### src/wbps_pkg.sv
package wbps_pkg;

  // Field widths of the stream words
  localparam int unsigned BYTE_W        = 8;
  localparam int unsigned ADDR_W        = 47;
  localparam int unsigned COUNT_W       = 16;
  localparam int unsigned LEN_W         = 6;
  localparam int unsigned MASK_W        = 32;
  localparam int unsigned PATTERN_BYTES = 32;
  localparam int unsigned POS_W         = 5;

  // Configuration port
  localparam int unsigned CFG_IDX_W  = 3;
  localparam int unsigned CFG_DATA_W = 64;

  typedef logic [BYTE_W-1:0]  byte_t;
  typedef logic [ADDR_W-1:0]  addr_t;
  typedef logic [COUNT_W-1:0] count_t;
  typedef logic [LEN_W-1:0]   len_t;

  typedef enum logic [CFG_IDX_W-1:0] {
    REG_PATTERN_0      = 3'd0,
    REG_PATTERN_1      = 3'd1,
    REG_PATTERN_2      = 3'd2,
    REG_PATTERN_3      = 3'd3,
    REG_WILDCARD_MASK  = 3'd4,
    REG_PATTERN_LENGTH = 3'd5
  } cfg_reg_e;

  localparam count_t COUNT_MAX = '1;

endpackage

### src/wbps_if.sv
// Input channel: one memory byte with its address
interface wbps_in_if;
  logic                 valid;
  logic                 ready;
  wbps_pkg::byte_t      data_byte;
  wbps_pkg::addr_t      byte_address;
  logic                 region_first;

  modport source (output valid, data_byte, byte_address, region_first, input ready);
  modport sink   (input valid, data_byte, byte_address, region_first, output ready);
endinterface

// Output channel: one match report
interface wbps_out_if;
  logic                 valid;
  logic                 ready;
  wbps_pkg::addr_t      match_address;
  wbps_pkg::count_t     match_number;

  modport source (output valid, match_address, match_number, input ready);
  modport sink   (input valid, match_address, match_number, output ready);
endinterface

### src/wildcard_byte_pattern_search_unit.sv
// Wildcard byte signature scanner. Takes one memory byte per word on in_i, with its
// address and a region-start flag, and reports on out_o the start address and a
// saturating running number of every match of the configured pattern (up to
// MAX_PATTERN bytes, any position may be a wildcard). Matches never overlap and
// never span a region break. Throughput is one byte per cycle while out_o is ready;
// a byte passes an input register and then a result register before its match
// shows on out_o. The window compare runs against a copy of the pattern realigned
// to the configured length, registered from the configuration registers. Write
// configuration only while the scanner is idle.
module wildcard_byte_pattern_search_unit #(
  parameter int unsigned MAX_PATTERN = 32
) (
  input  logic                                 clk_i,
  input  logic                                 rst_ni,
  input  logic                                 cfg_we_i,
  input  logic [wbps_pkg::CFG_IDX_W-1:0]       cfg_index_i,
  input  logic [wbps_pkg::CFG_DATA_W-1:0]      cfg_data_i,
  wbps_in_if.sink                              in_i,
  wbps_out_if.source                           out_o
);

  localparam int unsigned CntW = $clog2(MAX_PATTERN + 1);

  // Configuration registers
  logic [wbps_pkg::CFG_DATA_W-1:0] pattern_q [4];
  logic [wbps_pkg::MASK_W-1:0]     wildcard_q;
  wbps_pkg::len_t                  plen_q;

  // Pattern realigned to window slots: slot k holds pattern position len-1-k
  wbps_pkg::byte_t                 cmp_byte_q [MAX_PATTERN];
  wbps_pkg::byte_t                 cmp_byte_d [MAX_PATTERN];
  logic [MAX_PATTERN-1:0]          cmp_care_q, cmp_care_d;
  wbps_pkg::len_t                  len_q, len_d;
  wbps_pkg::len_t                  len_m1_q;

  // Input register
  logic                            s1_valid_q;
  wbps_pkg::byte_t                 s1_byte_q;
  wbps_pkg::addr_t                 s1_addr_q;
  logic                            s1_first_q;

  // Scan state
  wbps_pkg::byte_t                 win_q [MAX_PATTERN];
  wbps_pkg::byte_t                 win_d [MAX_PATTERN];
  logic [CntW-1:0]                 fill_q, fill_d, fill_base, fill_inc;
  wbps_pkg::count_t                total_q, total_d;

  // Result register
  logic                            out_valid_q;
  wbps_pkg::addr_t                 match_addr_q;
  wbps_pkg::count_t                match_num_q;

  logic                            can_adv;
  logic                            proc;
  logic                            in_fire;
  logic                            hit;
  logic [MAX_PATTERN-1:0]          slot_ok;
  wbps_pkg::byte_t                 pat_flat [wbps_pkg::PATTERN_BYTES];
  wbps_pkg::len_t                  pos;

  // Configuration writes; indexes past the list are dropped
  always_ff @(posedge clk_i or negedge rst_ni) begin
    if (!rst_ni) begin
      for (int w = 0; w < 4; w++) begin
        pattern_q[w] <= '0;
      end
      wildcard_q <= '0;
      plen_q     <= wbps_pkg::len_t'(1);
    end else if (cfg_we_i) begin
      case (cfg_index_i)
        wbps_pkg::REG_PATTERN_0:      pattern_q[0] <= cfg_data_i;
        wbps_pkg::REG_PATTERN_1:      pattern_q[1] <= cfg_data_i;
        wbps_pkg::REG_PATTERN_2:      pattern_q[2] <= cfg_data_i;
        wbps_pkg::REG_PATTERN_3:      pattern_q[3] <= cfg_data_i;
        wbps_pkg::REG_WILDCARD_MASK:  wildcard_q   <= cfg_data_i[wbps_pkg::MASK_W-1:0];
        wbps_pkg::REG_PATTERN_LENGTH: plen_q       <= cfg_data_i[wbps_pkg::LEN_W-1:0];
        default: ;
      endcase
    end
  end

  // Clamp the length and realign pattern and care bits to window slots
  always_comb begin
    for (int b = 0; b < wbps_pkg::PATTERN_BYTES; b++) begin
      pat_flat[b] = pattern_q[b / 8][(b % 8) * 8 +: 8];
    end
    if (plen_q == '0) begin
      len_d = wbps_pkg::len_t'(1);
    end else if (plen_q > wbps_pkg::len_t'(MAX_PATTERN)) begin
      len_d = wbps_pkg::len_t'(MAX_PATTERN);
    end else begin
      len_d = plen_q;
    end
    pos = '0;
    for (int k = 0; k < MAX_PATTERN; k++) begin
      pos           = wbps_pkg::len_t'(len_d - wbps_pkg::len_t'(1) - wbps_pkg::len_t'(k));
      cmp_byte_d[k] = pat_flat[pos[wbps_pkg::POS_W-1:0]];
      cmp_care_d[k] = (wbps_pkg::len_t'(k) < len_d) && !wildcard_q[pos[wbps_pkg::POS_W-1:0]];
    end
  end

  always_ff @(posedge clk_i or negedge rst_ni) begin
    if (!rst_ni) begin
      cmp_care_q <= MAX_PATTERN'(1);
      len_q      <= wbps_pkg::len_t'(1);
      len_m1_q   <= '0;
    end else begin
      cmp_care_q <= cmp_care_d;
      len_q      <= len_d;
      len_m1_q   <= wbps_pkg::len_t'(len_d - wbps_pkg::len_t'(1));
    end
  end

  always_ff @(posedge clk_i) begin
    for (int k = 0; k < MAX_PATTERN; k++) begin
      cmp_byte_q[k] <= cmp_byte_d[k];
    end
  end

  // Handshake: the input stage drains whenever the result register can take a word
  assign can_adv     = !out_valid_q || out_o.ready;
  assign proc        = s1_valid_q && can_adv;
  assign in_i.ready  = !s1_valid_q || can_adv;
  assign in_fire     = in_i.valid && in_i.ready;

  // Hold the accepted word in the input register
  always_ff @(posedge clk_i or negedge rst_ni) begin
    if (!rst_ni) begin
      s1_valid_q <= 1'b0;
    end else if (in_i.ready) begin
      s1_valid_q <= in_i.valid;
    end
  end

  always_ff @(posedge clk_i) begin
    if (in_fire) begin
      s1_byte_q  <= in_i.data_byte;
      s1_addr_q  <= in_i.byte_address;
      s1_first_q <= in_i.region_first;
    end
  end

  // Shift the byte into the window and compare all slots at once
  always_comb begin
    win_d[0] = s1_byte_q;
    for (int k = 1; k < MAX_PATTERN; k++) begin
      win_d[k] = win_q[k-1];
    end
    fill_base = s1_first_q ? '0 : fill_q;
    fill_inc  = (fill_base < CntW'(MAX_PATTERN)) ? CntW'(fill_base + 1'b1) : fill_base;
    for (int k = 0; k < MAX_PATTERN; k++) begin
      slot_ok[k] = !cmp_care_q[k] || (win_d[k] == cmp_byte_q[k]);
    end
    hit     = (&slot_ok) && (wbps_pkg::len_t'(fill_inc) >= len_q);
    fill_d  = hit ? '0 : fill_inc;
    total_d = (total_q == wbps_pkg::COUNT_MAX) ? total_q : wbps_pkg::count_t'(total_q + 1'b1);
  end

  // Advance scan state and load the result register
  always_ff @(posedge clk_i or negedge rst_ni) begin
    if (!rst_ni) begin
      fill_q      <= '0;
      total_q     <= '0;
      out_valid_q <= 1'b0;
    end else begin
      if (proc) begin
        fill_q <= fill_d;
        if (hit) begin
          total_q <= total_d;
        end
      end
      if (can_adv) begin
        out_valid_q <= proc && hit;
      end
    end
  end

  always_ff @(posedge clk_i) begin
    if (proc) begin
      for (int k = 0; k < MAX_PATTERN; k++) begin
        win_q[k] <= win_d[k];
      end
      if (hit) begin
        match_addr_q <= s1_addr_q -
                        {{(wbps_pkg::ADDR_W - wbps_pkg::LEN_W){1'b0}}, len_m1_q};
        match_num_q  <= total_d;
      end
    end
  end

  assign out_o.valid         = out_valid_q;
  assign out_o.match_address = match_addr_q;
  assign out_o.match_number  = match_num_q;

endmodule
### src/flat_wrapper.sv
// flat-port wrapper written by rule: the top's interface ports become plain ports
module wildcard_byte_pattern_search_unit_flat 
#(
  parameter int unsigned MAX_PATTERN = 32
)
  (clk_i, rst_ni, cfg_we_i, cfg_index_i, cfg_data_i, in_i_valid, in_i_data_byte, in_i_byte_address, in_i_region_first, in_i_ready, out_o_valid, out_o_match_address, out_o_match_number, out_o_ready);
  wbps_in_if in_i_i ();
  wbps_out_if out_o_i ();
  input  logic clk_i;
  input  logic rst_ni;
  input  logic cfg_we_i;
  input  logic [wbps_pkg::CFG_IDX_W-1:0] cfg_index_i;
  input  logic [wbps_pkg::CFG_DATA_W-1:0] cfg_data_i;
  input wire logic [$bits(in_i_i.valid)-1:0] in_i_valid;
  input wire logic [$bits(in_i_i.data_byte)-1:0] in_i_data_byte;
  input wire logic [$bits(in_i_i.byte_address)-1:0] in_i_byte_address;
  input wire logic [$bits(in_i_i.region_first)-1:0] in_i_region_first;
  output wire logic [$bits(in_i_i.ready)-1:0] in_i_ready;
  output wire logic [$bits(out_o_i.valid)-1:0] out_o_valid;
  output wire logic [$bits(out_o_i.match_address)-1:0] out_o_match_address;
  output wire logic [$bits(out_o_i.match_number)-1:0] out_o_match_number;
  input wire logic [$bits(out_o_i.ready)-1:0] out_o_ready;
  assign in_i_i.valid = in_i_valid;
  assign in_i_i.data_byte = in_i_data_byte;
  assign in_i_i.byte_address = in_i_byte_address;
  assign in_i_i.region_first = in_i_region_first;
  assign in_i_ready = in_i_i.ready;
  assign out_o_valid = out_o_i.valid;
  assign out_o_match_address = out_o_i.match_address;
  assign out_o_match_number = out_o_i.match_number;
  assign out_o_i.ready = out_o_ready;
  wildcard_byte_pattern_search_unit #(.MAX_PATTERN(MAX_PATTERN)) u_core (.clk_i(clk_i), .rst_ni(rst_ni), .cfg_we_i(cfg_we_i), .cfg_index_i(cfg_index_i), .cfg_data_i(cfg_data_i), .in_i(in_i_i), .out_o(out_o_i));
endmodule
### config.mk
export PLATFORM = sky130hd
export DESIGN_NAME = wildcard_byte_pattern_search_unit_flat
export DESIGN_NICKNAME = d
export VERILOG_FILES = /design/src/wbps_pkg.sv /design/src/wbps_if.sv /design/src/wildcard_byte_pattern_search_unit.sv /design/src/flat_wrapper.sv
export SDC_FILE = /design/constraint.sdc
export NUM_CORES = 2
export LEC_CHECK = 0
export ABC_AREA = 1
export ABC_CLOCK_PERIOD_IN_PS = 11030
export BUFFER_PORTS_ARGS = -buffer_cell sky130_fd_sc_hd__buf_2
export CORE_ASPECT_RATIO = 1.4
export CORE_MARGIN = 2
export CORE_UTILIZATION = 50
export DETAILED_ROUTE_END_ITERATION = 12
export PLACE_DENSITY = 0.67
export SLEW_MARGIN = 25
export SYNTH_ARGS = -nofsm -noshare
export SYNTH_HDL_FRONTEND = slang
export SYNTH_SLANG_ARGS = --single-unit
export TNS_END_PERCENT = 20
### constraint.sdc
create_clock -name clk_i -period 11.03 [get_ports clk_i]
set_clock_uncertainty 0.1 [all_clocks]
set_input_delay 1.103 -clock clk_i [delete_from_list [all_inputs] [get_ports clk_i]]
set_output_delay 1.103 -clock clk_i [all_outputs]
set_load 0.01 [all_outputs]
==> Word level (Yosys, flattened, before mapping) <==
Memories as Yosys holds them, arrays and structs flattened.
Cells that the tools add are included.
{ "word_totals": {"regBits": 481, "mem_bits_rw": 512, "memories": 2} }
{ "classes": {"n_addsub": 35, "order_cmp": 99, "n_eq_ne": 38, "n_mux": 168, "n_bitwise": 32, "reduce_logical": 146} }
{ "memory_table": {"columns": ["memory", "depth", "width", "read_ports", "rd_clocked_by_memory_dff", "wr", "line", "source"], "rows": [
  ["u_core.cmp_byte_q", 32, 8, 32, 0, 32, "wildcard_byte_pattern_search_unit.sv:30", "wbps_pkg::byte_t cmp_byte_q [MAX_PATTERN];"],
  ["u_core.win_q", 32, 8, 31, 0, 32, "wildcard_byte_pattern_search_unit.sv:43", "wbps_pkg::byte_t win_q [MAX_PATTERN];"]
]} }
{ "ops": {"columns": ["cell", "n"], "rows": [
  ["binary-select mux 8 bit (select 5 bit)", 32],
  ["2-to-1 mux 8 bit", 64],
  ["== test 8 bit", 32],
  ["greater-or-equal comparator 6 bit, second input constant", 32],
  ["less-than comparator 5 x 6 -> 1 bit, second input constant", 32],
  ["inverter 5 -> 6 bit", 32],
  ["binary-select mux 1 bit (select 5 bit)", 32],
  ["less-than comparator 5 x 6 -> 1 bit, first input constant", 16],
  ["subtractor 5 bit, second input constant", 16],
  ["zero test 1 bit", 66],
  ["less-than comparator 4 x 6 -> 1 bit, first input constant", 8],
  ["subtractor 47 x 6 -> 47 bit", 1],
  ["subtractor 5 x 4 -> 5 bit, second input constant", 8],
  ["logical AND 1 bit", 36],
  ["logical OR 1 bit", 34],
  ["2-to-1 mux 1 bit", 34],
  ["AND reduction 32 bit", 1],
  ["2-to-1 mux 6 bit", 5],
  ["less-than comparator 3 x 6 -> 1 bit, first input constant", 4],
  ["subtractor 5 x 3 -> 5 bit, second input constant", 4],
  ["adder 16 x 1 -> 16 bit, second input constant", 1],
  ["== test 16 bit, second input constant", 1],
  ["2-to-1 mux 16 bit", 1],
  ["AND reduction 2 bit", 7],
  ["other kinds (14)", 19]
]} }

==> Logic depth before layout (Yosys ltp) <==
{ "logic_depth": {"word_depth": 9, "ltp_mapped": 25} }

==> Worst setup path after synthesis <==
OpenSTA, ideal clock, no wires.
{ "synth_timing": {"path_type": "input -> register", "startpoint": "in out_o_ready", "endpoint": "mem u_core.win_q[0][0] (netlist name) (enable)", "setup_ps": 709, "arrival_ps": 8356, "required_time_ps": 10221, "slack_ps": 1865, "path_stages": 5, "path_buffers": 1, "path_cell_list": "inv_1 > nand2_1 > nand2_1 > inv_1 > clkbuf_1"} }
{ "synth_rtl": {"columns": ["element", "line", "source"], "rows": [
  ["from (decl)", "flat_wrapper.sv:22", "input wire logic [$bits(out_o_i.ready)-1:0] out_o_ready;"],
  ["to (decl)", "wildcard_byte_pattern_search_unit.sv:43", null]
]} }

==> Worst setup path after layout <==
{ "layout_timing": {"startpoint": "reg u_core.plen_q[5]", "endpoint": "reg u_core.cmp_care_q[28]"} }
{ "layout_via": {"elab_chain_len": 9, "word_cells_on_any_way": 11} }
{ "layout_lines": {"columns": ["element", "line", "source"], "rows": [
  ["from (decl)", "wildcard_byte_pattern_search_unit.sv:27", "wbps_pkg::len_t plen_q;"],
  ["from (signal assigned)", "wildcard_byte_pattern_search_unit.sv:68", "plen_q <= wbps_pkg::len_t'(1);"],
  ["from (signal assigned)", "wildcard_byte_pattern_search_unit.sv:76", "wbps_pkg::REG_PATTERN_LENGTH: plen_q <= cfg_data_i[wbps_pkg::LEN_W-1:0];"],
  ["greater-than comparator 6 bit", "wildcard_byte_pattern_search_unit.sv:89", "end else if (plen_q > wbps_pkg::len_t'(MAX_PATTERN)) begin"],
  ["2-to-1 mux 6 bit", "wildcard_byte_pattern_search_unit.sv:89", null],
  ["2-to-1 mux 6 bit *", "wildcard_byte_pattern_search_unit.sv:87", "if (plen_q == '0) begin"],
  ["subtractor 6 x 1 -> 6 bit", "wildcard_byte_pattern_search_unit.sv:96", "pos = wbps_pkg::len_t'(len_d - wbps_pkg::len_t'(1) - wbps_pkg::len_t'(k));"],
  ["subtractor 5 bit", "wildcard_byte_pattern_search_unit.sv:96", null],
  ["binary-select mux 1 bit (select 5 bit)", "wildcard_byte_pattern_search_unit.sv:98", "cmp_care_d[k] = (wbps_pkg::len_t'(k) < len_d) && !wildcard_q[pos[wbps_pkg::POS_W-1:0]];"],
  ["2-to-1 mux 1 bit (not written as such)", "wildcard_byte_pattern_search_unit.sv:98", null],
  ["zero test 1 bit", "wildcard_byte_pattern_search_unit.sv:98", null],
  ["logical AND 1 bit *", "wildcard_byte_pattern_search_unit.sv:98", null],
  ["net u_core.cmp_care_d[28]", "wildcard_byte_pattern_search_unit.sv:32", "logic [MAX_PATTERN-1:0] cmp_care_q, cmp_care_d;"],
  ["to (signal assigned)", "wildcard_byte_pattern_search_unit.sv:108", "cmp_care_q <= cmp_care_d;"],
  ["to (decl)", "wildcard_byte_pattern_search_unit.sv:32", null]
]} }
Mark *: on every way through the listed nets, which the timed path passes. The rest lies on a longest branch. The select of a mux whose other input is x is not followed.
A chain may end at the register's enable or synchronous reset.

==> results.cfg <==
[yosys]
synth_seq_cells = 985
async_flop_share = 0.3675
synth_area_leaders = edfxtp_1, dfrtp_1, nand2_1, dfxtp_1, o211ai_1
synth.avg_cell_area_um2 = 8.122
syn-cell-area_um2 = 52810
synthMuxAreaShare = 0
yosysSeqAreaShare = 0.4773
yosys.area.top_type_share = 0.2087
synthCells = 6502
ys.flop_type = edfxtp_1
synth-xor-area-share = 0.04760
post_synth_num_cell_types = 45
yosys.area_share.simple = 0.2344
synth_compound_gate_area_share = 0.1724
synth_most_common_cell = nand2_1
synth_area_leader_cell = edfxtp_1
synth_commonest_cells = nand2_1, nand3_1, o211ai_1
synth_edf_count = 367
synth_warnings = 0
synthesis.nets = 6654
synthAdderAreaFrac = 0.005829
synth_top_family_by_area = simple AND/OR/NAND/NOR gates

[grt]
grt_pass1_vias = 43336
grt_pass1_wl_mm = 300.9
grt_max_degree = 215
antenna_found_initial = 6
grt.overflow.total = 0
grt_use_total = 0.3870

[drt]
wire_per_inst_um = 26.90
wl_mm = 212.4
drt_pass1_iterations = 7
drtAntennaViolNets = 0
vias = 48462
drtIter0Drc = 6326
vias_per_cell = 6.138
drc = 0

[clock_tree]
cts-root-buf = clkbuf_16
cts_tree = built
cts_resized = 0
cts_setup_buffers = 0
cts.sinks = 985
insertion_delay_ns = 0.74
cts_hold_buf = 0
cts_max_level = 3
clockBufferDepth = 3
path_clk_slew_ns = 0.06
cts_buffers = 99

[floorplanning]
rows = 141
io_pins = 193
start_util = 0.5022
die_h_um = 388.5
core_area_um2 = 105100
dieArea_um2 = 108300
die_w_um = 278.7

[setup_path]
cp_max_fo = 113
crit_cells = 14
worstPathCellList = nor2_4 > buf_4 > inv_6 > ha_4 > xor2_4 > inv_4 > buf_4 > nand2_1 > nand2_2 > inv_2 > nand3_1 > nand3_1 > nand2_1 > nor2_1
path_buf_inv = 5
worstPathArrival_ns = 6.87
cp_data_required_time_ns = 11.54
end_kind = flip-flop
critPathSlowestCell = nand2_2
cp_top_family = buffers and inverters
r2r_setup_slack_ns = 4.67
critPathLaunchType = flip-flop
critPathMaxStageDelay_ns = 0.75
setup.worst_path.class = reg2reg
ff2ff_path_depth = 14

[place]
gp_congestion = 1.060
dp_hpwl_mm = 163.2
portBuffers = 192
postPlaceCellArea_um2 = 54290

[cells_and_area]
final_util = 0.5501
postLayoutCellArea_um2 = 57840
drive_gt1_frac = 0.07821
area_growth_pct = 9.530
nets = 6599
nFillCells = 9870

[sta]
setup_viol_count_final = 0
hold_viol = 0
rsz0062_at_grt = false
max_freq_ghz = 0.1572
worst_pin_slew_ns = 1.168
post-route-min-period_ns = 6.360
whs_ns = 0.2605
finalCritPeriodShare = 0.5766
fin_setup_tns_ns = 0
drv_slew = 0
maxSlewHeadroom = 0.2129

[pwr]
p_leak_nw = 24.42
peakVddDrop_mv = 0.2521
p_per_area_nw_per_um2 = 323.2

[run]
drv_cap = 0

[status]
status = complete, no violations

[worst_hold_path]
holdCritPathClass = in2async
-- area by class of cell --
class	count	area, um^2	share of cell area
Sequential cell	985	25210	0.4358
Multi-Input combinational cell	4707	24420	0.4223
Clock buffer	135	2755	0.04763
Tap cell	1358	1699	0.02938
Inverter	409	1559	0.02695
Timing Repair Buffer	245	1425	0.02464
Clock inverter	53	762.0	0.01317
Antenna cell	3	7.507	0.0001298
-- placed cells by master, fill, tap and decap left out, types with 5 or more instances in the layout --
master,instances
clkbuf_16,101
o211ai_1,673
dfrtp_1,359
or2_1,43
clkbuf_8,10
edfxtp_1,367
xnor2_1,240
inv_1,381
clkinvlp_4,5
nand2_4,7
dfxtp_1,256
inv_2,19
bufinv_16,14
clkinv_2,22
buf_4,47
nor2_4,5
nor2_1,235
o21a_1,17
clkbuf_1,24
xor2_1,30
ha_1,22
nand3_1,750
nor3_1,17
buf_2,191
clkinv_1,6
nand2_1,1798
o21ai_1,151
a21oi_1,22
nand2_2,10
or2_2,36
nand4_1,28
o21ai_0,593
-- per-stage QoR --
stage / worst slack (ns) / power, W / std cells
floorplan: 1.865 / 0.01140 / 6502
CTS: 4.862 / 0.01837 / 7891
finish: 4.670 / 0.01869 / 7895
global placement: 4.976 / 0.01463 / 7702
global route: 4.402 / 0.01958 / 7892
detailed placement: 4.872 / 0.01472 / 7703
-- logic make-up after synthesis --
kind of cell | count (synthesis)
buf+inv | 810
xor+xnor | 278
compound gates | 1465
simple gates | 2940
fa+ha+maj | 24
flops | 985
-- worst register-to-register path, stage by stage, from the launching register on --
cell and delay [ns]:
dfrtp_1 0.59, nor2_4 0.44, buf_4 0.63, inv_6 0.45
ha_4 0.34, xor2_4 0.21, inv_4 0.51, buf_4 0.71
nand2_1 0.37, nand2_2 0.75, inv_2 0.60, nand3_1 0.29
nand3_1 0.10, nand2_1 0.09, nor2_1 0.05
-- sequential cells by signal (all words and copies together), names as in the netlist, 8 cells and up --
signal,count
u_core.cmp_care_q,32
u_core.win_q,248
u_core.cmp_byte_q,256
u_core.total_q,16
u_core.out_o.match_address,47
u_core.pat_flat,256
u_core.s1_addr_q,47
u_core.wildcard_q,32
u_core.s1_byte_q,8
u_core.out_o.match_number,16
-- per-layer routing --
metal  track usage  part of all wire  up-vias
met5             0                 0        -
met4        0.2397             0.073        0
met3       0.07230              0.10      506
met2        0.5957              0.44     2649
met1        0.5049              0.39    23109
li1              -                 -    22198
-- report_power, final --
group          total (W)  switching (W)  internal, W
Combinational    0.00944        0.00676      0.00268
Sequential       0.00559       0.000862      0.00472
Clock            0.00367        0.00157      0.00210
-- path summary, 6_finish.rpt --
kind / start / end
setup / recovery: u_core.plen_q[5]$_DFFE_PN0P_ / u_core.cmp_care_q[28]$_DFF_PN0_
hold / removal: rst_ni / u_core.total_q[14]$_DFFE_PN0P_
setup reg to reg: u_core.plen_q[5]$_DFFE_PN0P_ / u_core.cmp_care_q[28]$_DFF_PN0_
hold reg to reg: u_core.win_q[1][22]$_DFFE_PP_ / u_core.win_q[1][30]$_DFFE_PP_
max in group asynchronous: rst_ni / u_core.pat_flat[115]$_DFFE_PN0P_
min in group clk_i: u_core.win_q[1][22]$_DFFE_PP_ / u_core.win_q[1][30]$_DFFE_PP_
No activity file was read; power rests on OpenSTA's default activity.
